$ cat config.mk
export PLATFORM = sky130hd
export DESIGN_NAME = sha256_message_digest_unit
export DESIGN_NICKNAME = d
export VERILOG_FILES = /design/src/rtl/sha256_pkg.sv /design/src/rtl/sha256_message_digest_unit.sv
export SDC_FILE = /design/constraint.sdc
export NUM_CORES = 2
export LEC_CHECK = 0
export BUFFER_PORTS_ARGS = -buffer_cell sky130_fd_sc_hd__buf_2
export CORE_MARGIN = 5
export CORE_UTILIZATION = 25
export DETAILED_ROUTE_END_ITERATION = 12
export GPL_ROUTABILITY_DRIVEN = 0
export PLACE_DENSITY = 0.39
export SLEW_MARGIN = 20
export SYNTH_ARGS = -nofsm -noshare
export SYNTH_HDL_FRONTEND = slang
export SYNTH_SLANG_ARGS = --single-unit
$ cat constraint.sdc
create_clock -name i_clk -period 35.1 [get_ports i_clk]
set_input_delay 7.02 -clock i_clk [delete_from_list [all_inputs] [get_ports i_clk]]
set_output_delay 7.02 -clock i_clk [all_outputs]
set_load 0.02 [all_outputs]
$ cat src/rtl/sha256_pkg.sv
// ============================================================================
// SHA-256 digest unit package
// Shared types, round constants and helper functions for the digest unit.
// ============================================================================
package sha256_pkg;

    typedef struct packed {
        logic [7:0] data_byte;
        logic       byte_valid;
        logic       last;
    } t_in_word;

    typedef struct packed {
        logic [31:0] digest_word;
        logic        digest_last;
    } t_out_word;

    typedef enum logic [2:0] {
        ST_LOAD,
        ST_PAD,
        ST_ZERO,
        ST_ROUND,
        ST_FOLD,
        ST_EMIT
    } t_state;

    localparam logic [7:0] PAD_BYTE = 8'h80;

    // Block word positions of the 64-bit message length.
    localparam logic [3:0] LEN_HI_IDX = 4'd14;
    localparam logic [3:0] LEN_LO_IDX = 4'd15;

    localparam logic [31:0] ROUND_K [64] = '{
        32'h428a2f98, 32'h71374491, 32'hb5c0fbcf, 32'he9b5dba5,
        32'h3956c25b, 32'h59f111f1, 32'h923f82a4, 32'hab1c5ed5,
        32'hd807aa98, 32'h12835b01, 32'h243185be, 32'h550c7dc3,
        32'h72be5d74, 32'h80deb1fe, 32'h9bdc06a7, 32'hc19bf174,
        32'he49b69c1, 32'hefbe4786, 32'h0fc19dc6, 32'h240ca1cc,
        32'h2de92c6f, 32'h4a7484aa, 32'h5cb0a9dc, 32'h76f988da,
        32'h983e5152, 32'ha831c66d, 32'hb00327c8, 32'hbf597fc7,
        32'hc6e00bf3, 32'hd5a79147, 32'h06ca6351, 32'h14292967,
        32'h27b70a85, 32'h2e1b2138, 32'h4d2c6dfc, 32'h53380d13,
        32'h650a7354, 32'h766a0abb, 32'h81c2c92e, 32'h92722c85,
        32'ha2bfe8a1, 32'ha81a664b, 32'hc24b8b70, 32'hc76c51a3,
        32'hd192e819, 32'hd6990624, 32'hf40e3585, 32'h106aa070,
        32'h19a4c116, 32'h1e376c08, 32'h2748774c, 32'h34b0bcb5,
        32'h391c0cb3, 32'h4ed8aa4a, 32'h5b9cca4f, 32'h682e6ff3,
        32'h748f82ee, 32'h78a5636f, 32'h84c87814, 32'h8cc70208,
        32'h90befffa, 32'ha4506ceb, 32'hbef9a3f7, 32'hc67178f2
    };

    localparam logic [31:0] INIT_H [8] = '{
        32'h6a09e667, 32'hbb67ae85, 32'h3c6ef372, 32'ha54ff53a,
        32'h510e527f, 32'h9b05688c, 32'h1f83d9ab, 32'h5be0cd19
    };

    function automatic logic [31:0] rotr(input logic [31:0] x, input int n);
        rotr = (x >> n) | (x << (32 - n));
    endfunction

    function automatic logic [31:0] small_sigma0(input logic [31:0] x);
        small_sigma0 = rotr(x, 7) ^ rotr(x, 18) ^ (x >> 3);
    endfunction

    function automatic logic [31:0] small_sigma1(input logic [31:0] x);
        small_sigma1 = rotr(x, 17) ^ rotr(x, 19) ^ (x >> 10);
    endfunction

    function automatic logic [31:0] big_sigma0(input logic [31:0] x);
        big_sigma0 = rotr(x, 2) ^ rotr(x, 13) ^ rotr(x, 22);
    endfunction

    function automatic logic [31:0] big_sigma1(input logic [31:0] x);
        big_sigma1 = rotr(x, 6) ^ rotr(x, 11) ^ rotr(x, 25);
    endfunction

endpackage

$ cat src/rtl/sha256_message_digest_unit.sv
// ============================================================================
// SHA-256 message digest unit
// Streams a message in byte by byte and returns its SHA-256 digest.
// ============================================================================
// One input word carries one message byte (or an empty end marker) and a last
// flag. Bytes are accepted one per cycle while a block is being collected;
// every fourth byte writes a complete big-endian word into a 16-word block
// memory. The byte that completes a 64-byte block starts a compression that
// holds o_ready low: 16 rounds of a read and then an update, 48 rounds of
// four schedule reads and then the update with the new schedule word written
// back in place of the oldest one, and a final step that adds the working
// words into the chain words. After a last word the unit places the 0x80
// byte, writes zeros and the bit length into the remaining block words, and
// runs one compression; when 56 or more bytes were in the final partial
// block a second all-zero block with the length follows (16 word writes and
// another compression). It then offers the eight digest words, word 0 first,
// the eighth marked last, and returns to its reset state for the next
// message. Every block word is written before it is read, so the memory
// needs no clearing pass.
module sha256_message_digest_unit (
    input  logic                  i_clk,
    input  logic                  i_rst_n,
    input  logic                  i_valid,
    output logic                  o_ready,
    input  sha256_pkg::t_in_word  i_data,
    output logic                  o_valid,
    input  logic                  i_ready,
    output sha256_pkg::t_out_word o_data
);

    // Block memory: holds the block, then serves as the schedule ring.
    logic [31:0] r_mem [16];
    logic [31:0] r_rd;
    logic [3:0]  rd_addr;
    logic [3:0]  wr_addr;
    logic [31:0] wr_data;
    logic        wr_en;

    // Chain words, working words and control.
    logic [31:0] r_h [8];
    logic [31:0] r_v [8];
    sha256_pkg::t_state r_state, n_state;
    logic [5:0]  r_t;
    logic [2:0]  r_sub;
    logic [31:0] r_acc;
    logic [5:0]  r_fill;
    logic [63:0] r_bits;
    logic [31:0] r_word;
    logic [3:0]  r_widx;
    logic        r_final;
    logic        r_padded;
    logic        r_tail;
    logic [2:0]  r_cnt;

    logic        accept;
    logic        take_byte;
    logic        sched_step;
    logic        round_done;
    logic [4:0]  sh;
    logic [31:0] merged;
    logic [31:0] pad_word;
    logic [31:0] w_cur;
    logic [31:0] t1;
    logic [31:0] t2;

    assign accept     = i_valid && o_ready;
    assign take_byte  = accept && i_data.byte_valid;
    assign sched_step = (r_t[5:4] != 2'd0);
    assign round_done = (r_state == sha256_pkg::ST_ROUND)
                        && (sched_step ? (r_sub == 3'd4) : (r_sub == 3'd1));

    // Byte placement into the partial block word.
    always_comb begin
        sh       = 5'(5'd24 - {r_fill[1:0], 3'b000});
        merged   = r_word | ({24'd0, i_data.data_byte} << sh);
        pad_word = r_word | ({24'd0, sha256_pkg::PAD_BYTE} << sh);
    end

    // One SHA-256 round on the working words.
    always_comb begin
        w_cur = sched_step ? 32'(r_acc + r_rd) : r_rd;
        t1 = 32'(r_v[7] + sha256_pkg::big_sigma1(r_v[4])
             + ((r_v[4] & r_v[5]) ^ (~r_v[4] & r_v[6]))
             + sha256_pkg::ROUND_K[r_t] + w_cur);
        t2 = 32'(sha256_pkg::big_sigma0(r_v[0])
             + ((r_v[0] & r_v[1]) ^ (r_v[0] & r_v[2]) ^ (r_v[1] & r_v[2])));
    end

    // Memory addresses and write data.
    always_comb begin
        rd_addr = '0;
        wr_addr = '0;
        wr_data = '0;
        wr_en   = 1'b0;
        unique case (r_state)
            sha256_pkg::ST_LOAD: begin
                if (take_byte && r_fill[1:0] == 2'd3) begin
                    wr_en   = 1'b1;
                    wr_addr = r_fill[5:2];
                    wr_data = merged;
                end
            end
            sha256_pkg::ST_PAD: begin
                wr_en   = 1'b1;
                wr_addr = r_fill[5:2];
                wr_data = pad_word;
            end
            sha256_pkg::ST_ZERO: begin
                wr_en   = 1'b1;
                wr_addr = r_widx;
                if (r_tail && r_widx == sha256_pkg::LEN_HI_IDX) begin
                    wr_data = r_bits[63:32];
                end else if (r_tail && r_widx == sha256_pkg::LEN_LO_IDX) begin
                    wr_data = r_bits[31:0];
                end
            end
            sha256_pkg::ST_ROUND: begin
                // Schedule operands t-2, t-7, t-15 and t-16 modulo 16.
                unique case (r_sub)
                    3'd0: rd_addr = sched_step ? 4'(r_t - 6'd2) : r_t[3:0];
                    3'd1: rd_addr = 4'(r_t - 6'd7);
                    3'd2: rd_addr = 4'(r_t - 6'd15);
                    3'd3: rd_addr = r_t[3:0];
                    default: ;
                endcase
                if (sched_step && r_sub == 3'd4) begin
                    wr_en   = 1'b1;
                    wr_addr = r_t[3:0];
                    wr_data = w_cur;
                end
            end
            default: ;
        endcase
    end

    // Memory port with a registered read.
    always_ff @(posedge i_clk) begin
        if (wr_en) begin
            r_mem[wr_addr] <= wr_data;
        end
        r_rd <= r_mem[rd_addr];
    end

    // Next state.
    always_comb begin
        n_state = r_state;
        unique case (r_state)
            sha256_pkg::ST_LOAD: begin
                if (accept) begin
                    if (i_data.byte_valid && r_fill == 6'd63) begin
                        n_state = sha256_pkg::ST_ROUND;
                    end else if (i_data.last) begin
                        n_state = sha256_pkg::ST_PAD;
                    end
                end
            end
            sha256_pkg::ST_PAD: begin
                n_state = (r_fill[5:2] == 4'd15) ? sha256_pkg::ST_ROUND : sha256_pkg::ST_ZERO;
            end
            sha256_pkg::ST_ZERO: begin
                if (r_widx == 4'd15) begin
                    n_state = sha256_pkg::ST_ROUND;
                end
            end
            sha256_pkg::ST_ROUND: begin
                if (round_done && r_t == 6'd63) begin
                    n_state = sha256_pkg::ST_FOLD;
                end
            end
            sha256_pkg::ST_FOLD: begin
                priority if (r_tail) begin
                    n_state = sha256_pkg::ST_EMIT;
                end else if (r_padded) begin
                    n_state = sha256_pkg::ST_ZERO;
                end else if (r_final) begin
                    n_state = sha256_pkg::ST_PAD;
                end else begin
                    n_state = sha256_pkg::ST_LOAD;
                end
            end
            sha256_pkg::ST_EMIT: begin
                if (i_ready && r_cnt == 3'd7) begin
                    n_state = sha256_pkg::ST_LOAD;
                end
            end
            default: n_state = sha256_pkg::ST_LOAD;
        endcase
    end

    // Outputs.
    always_comb begin
        o_ready = (r_state == sha256_pkg::ST_LOAD);
        o_valid = (r_state == sha256_pkg::ST_EMIT);
        o_data.digest_word = r_h[r_cnt];
        o_data.digest_last = (r_cnt == 3'd7);
    end

    // Datapath and control registers.
    always_ff @(posedge i_clk) begin
        if (!i_rst_n) begin
            r_state  <= sha256_pkg::ST_LOAD;
            r_t      <= '0;
            r_sub    <= '0;
            r_fill   <= '0;
            r_bits   <= '0;
            r_word   <= '0;
            r_widx   <= '0;
            r_final  <= 1'b0;
            r_padded <= 1'b0;
            r_tail   <= 1'b0;
            r_cnt    <= '0;
            for (int i = 0; i < 8; i++) begin
                r_h[i] <= sha256_pkg::INIT_H[i];
            end
        end else begin
            r_state <= n_state;
            // Start of a compression: load the working words.
            if (n_state == sha256_pkg::ST_ROUND && r_state != sha256_pkg::ST_ROUND) begin
                r_t   <= '0;
                r_sub <= '0;
                for (int i = 0; i < 8; i++) begin
                    r_v[i] <= r_h[i];
                end
            end
            unique case (r_state)
                sha256_pkg::ST_LOAD: begin
                    if (accept) begin
                        r_final <= i_data.last;
                        if (i_data.byte_valid) begin
                            r_fill <= 6'(r_fill + 6'd1);
                            r_bits <= 64'(r_bits + 64'd8);
                            r_word <= (r_fill[1:0] == 2'd3) ? '0 : merged;
                        end
                    end
                end
                sha256_pkg::ST_PAD: begin
                    // Length fits in this block when the pad byte lands before byte 56.
                    r_padded <= 1'b1;
                    r_tail   <= (r_fill <= 6'd55);
                    r_widx   <= 4'(r_fill[5:2] + 4'd1);
                    r_word   <= '0;
                end
                sha256_pkg::ST_ZERO: begin
                    r_widx <= 4'(r_widx + 4'd1);
                end
                sha256_pkg::ST_ROUND: begin
                    if (round_done) begin
                        r_v[7] <= r_v[6];
                        r_v[6] <= r_v[5];
                        r_v[5] <= r_v[4];
                        r_v[4] <= 32'(r_v[3] + t1);
                        r_v[3] <= r_v[2];
                        r_v[2] <= r_v[1];
                        r_v[1] <= r_v[0];
                        r_v[0] <= 32'(t1 + t2);
                        r_t    <= 6'(r_t + 6'd1);
                        r_sub  <= '0;
                    end else begin
                        r_sub <= 3'(r_sub + 3'd1);
                    end
                    // Schedule word accumulation as operands arrive.
                    unique case (r_sub)
                        3'd1: r_acc <= sha256_pkg::small_sigma1(r_rd);
                        3'd2: r_acc <= 32'(r_acc + r_rd);
                        3'd3: r_acc <= 32'(r_acc + sha256_pkg::small_sigma0(r_rd));
                        default: ;
                    endcase
                end
                sha256_pkg::ST_FOLD: begin
                    for (int i = 0; i < 8; i++) begin
                        r_h[i] <= 32'(r_h[i] + r_v[i]);
                    end
                    // A spilled pad needs one more block of zeros and the length.
                    if (r_padded && !r_tail) begin
                        r_widx <= '0;
                        r_tail <= 1'b1;
                    end
                end
                sha256_pkg::ST_EMIT: begin
                    if (i_ready) begin
                        r_cnt <= 3'(r_cnt + 3'd1);
                        if (r_cnt == 3'd7) begin
                            r_fill   <= '0;
                            r_bits   <= '0;
                            r_word   <= '0;
                            r_final  <= 1'b0;
                            r_padded <= 1'b0;
                            r_tail   <= 1'b0;
                            for (int i = 0; i < 8; i++) begin
                                r_h[i] <= sha256_pkg::INIT_H[i];
                            end
                        end
                    end
                end
                default: ;
            endcase
        end
    end

endmodule
==> results.ini <==
[run_status]
status=finished clean

[placed_design]
dpl.cell_count=11300
placed_area_sq_um=81900
dp_hpwl_mm=203
io_buffers=48

[sta]
hold_viol=0
relSlewSlack=0.131
worst-slew-pin-transition_ns=1.29
min_period_ns=10.78
finalCritPeriodShare=0.307
rsz0062_at_grt=false
setup_tns_ns=0
fmax_mhz=92.7
setup_viol=0
drv_slew=0
worst_clock_skew_ns=0.0926

[critical_path]
crit_family=compound AO/OA/AOI/OAI gates
cp.required_ns=35.62
crit_buf_inv=6
crit_slowest_cell=a2111oi_0
cp.arrival_ns=11.30
critPathCaptureType=flip-flop
start_kind=flip-flop
critPathMaxStageDelay_ns=0.92
cp_common_cell=inv_1
cp_max_fo=5
critical_path_class=flip-flop to flip-flop

[layout]
multiInputGateArea_sq_um=40400
drive_gt1_frac=0.107
regArea_sq_um=33600
fillers=32000
final_cells=11600
final_util=0.285
nets=8014
final_cell_area_sq_um=87100
area.growth.synth_to_final_pct=13.5

[synth]
yosys.area.top_type=edfxtp_1
syn_area_sq_um=76700
synth.most_common_cell=edfxtp_1
synth_top_cell_area_share=0.363
ys_top_cells_by_count=edfxtp_1, nand2_1, a21oi_1
synth_edf_count=928
ys_ff_latch=1212
async_flop_share=0
synth.area.top_cells=edfxtp_1, dfxtp_1, ha_1
yosysWarnings=0
synth-seq-area-share=0.437
syn_area_per_cell_sq_um=10.3
syn_nets=8077
synth_cells=7471
ys_types=96
synthFlopType=edfxtp_1

[global_route]
antenna_found_initial=11
grt_max_degree=161
overflow=0
track_usage=0.175
grt_pass1_vias=56500
grt_first_pass_wirelength_mm=413

[clock_network]
cts_buffers=161
hold_buffers=0
clk_pin_slew_worst_paths_ns=0.07
cts_resized=0
cts_setup_buffers=0
cts_buffer_depth=4
clock-root-buffer=clkbuf_16
insertion_delay_ns=0.87
h-tree-depth=4
clock-sinks=1212
cts_tree=built

[min_path]
worstHoldPathType=flip-flop to flip-flop

[power]
power_leakage_uw=0.0320
p_total_uw=4300
powerDensity_nw_per_um2=49.4
peakVddDrop_uv=39.7

[floorplanning]
core_area_sq_um=306000
dieWidth_microns=564
ios=49
die_area_sq_um=318000
start_util=0.251
chipHeight_microns=564
rows=203

[detailed_routing]
first_pass_iters=6
drc=0
post_drt_via_cell_ratio=5.00
routed_wl_mm=288
num_vias=58300
drt-initial-drc-count=4890
detail-route-antenna-nets=0
wl_per_cell_microns=24.7

[run]
max-cap-violations=0

[cells by family after synthesis]
family                     count (synthesis)  synth area share
AOI/OAI and AO/OA                       2038             0.169
and+or+nand+nor                         1813             0.106
DFF                                     1212             0.437
buffers and inverters                    794            0.0390
xor gates and xnor gates                 640            0.0733
adders and majority gates                597             0.111
muxes                                    377            0.0650
[cells in the final DEF, fill, tap and decap left out, drive strengths merged, types with 143 or more instances in the layout]
cell type / count
inv: 380
mux2: 237
o21ai: 405
a21oi: 580
xnor2: 376
ha: 454
clkbuf: 203
dfxtp: 284
nor2: 411
nand2: 797
a21o: 220
o22ai: 143
xor2: 263
edfxtp: 928
buf: 188
[power by group]
group | switching [uW] | total, uW | leakage, uW | internal (uW)
Sequential | 21.1 | 1570 | 0.0106 | 1550
Combinational | 633 | 1060 | 0.0189 | 431
Clock | 677 | 1670 | 0.00253 | 989
Total | 1330 | 4300 | 0.0320 | 2970
[metal layers]
layer / track usage / vias up / wire [microns]
li1: - / 27300 / -
met1: 0.245 / 29200 / 134000
met2: 0.290 / 1508 / 135000
met3: 0.0192 / 284 / 13000
met4: 0.0376 / 0 / 5910
met5: 0 / - / 0
[sequential cells by signal, indices dropped and copies added, names as in the netlist, named ones only]
| register | count |
|---|---|
| r_acc | 32 |
| r_bits | 61 |
| r_cnt | 3 |
| r_fill | 6 |
| r_final | 1 |
| r_h | 256 |
| r_mem | 512 |
| r_padded | 1 |
| r_rd | 32 |
| r_state | 3 |
| r_sub | 3 |
| r_t | 6 |
| r_tail | 1 |
| r_v | 256 |
| r_widx | 4 |
| r_word | 32 |
[cell type report]
cell class | instances | area share
multi-input cells | 5465 | 0.464
flip-flops and latches | 1212 | 0.385
well taps | 4100 | 0.0589
clock buffers | 202 | 0.0497
inverters | 379 | 0.0164
repair buffers | 189 | 0.0156
clock inverters | 84 | 0.00961
diodes | 11 | 0.000316
[worst paths after layout]
path | from | slack, ns | depth (start not counted) | endpoint
worst max-delay path | r_acc[0]$_DFFE_PP_ | 24.32 | 40 | r_v[0][31]$_DFFE_PP_
worst min-delay path | r_t[5]$_SDFF_PN0_ | 0.45 | 1 | r_t[5]$_SDFF_PN0_
worst max register to register | r_acc[0]$_DFFE_PP_ | 24.32 | 40 | r_v[0][31]$_DFFE_PP_
worst min register to register | r_t[5]$_SDFF_PN0_ | 0.45 | 1 | r_t[5]$_SDFF_PN0_
[stage by stage]
step           hold WS, ns  setup WS [ns]
4_1_cts              0.448          24.11
2_1_floorplan        0.436          15.57
3_5_place_dp         0.439          23.92
6_report             0.446          24.32
3_3_place_gp         0.432          23.95
5_1_grt              0.459          23.75
No activity file was read; power rests on OpenSTA's default activity.
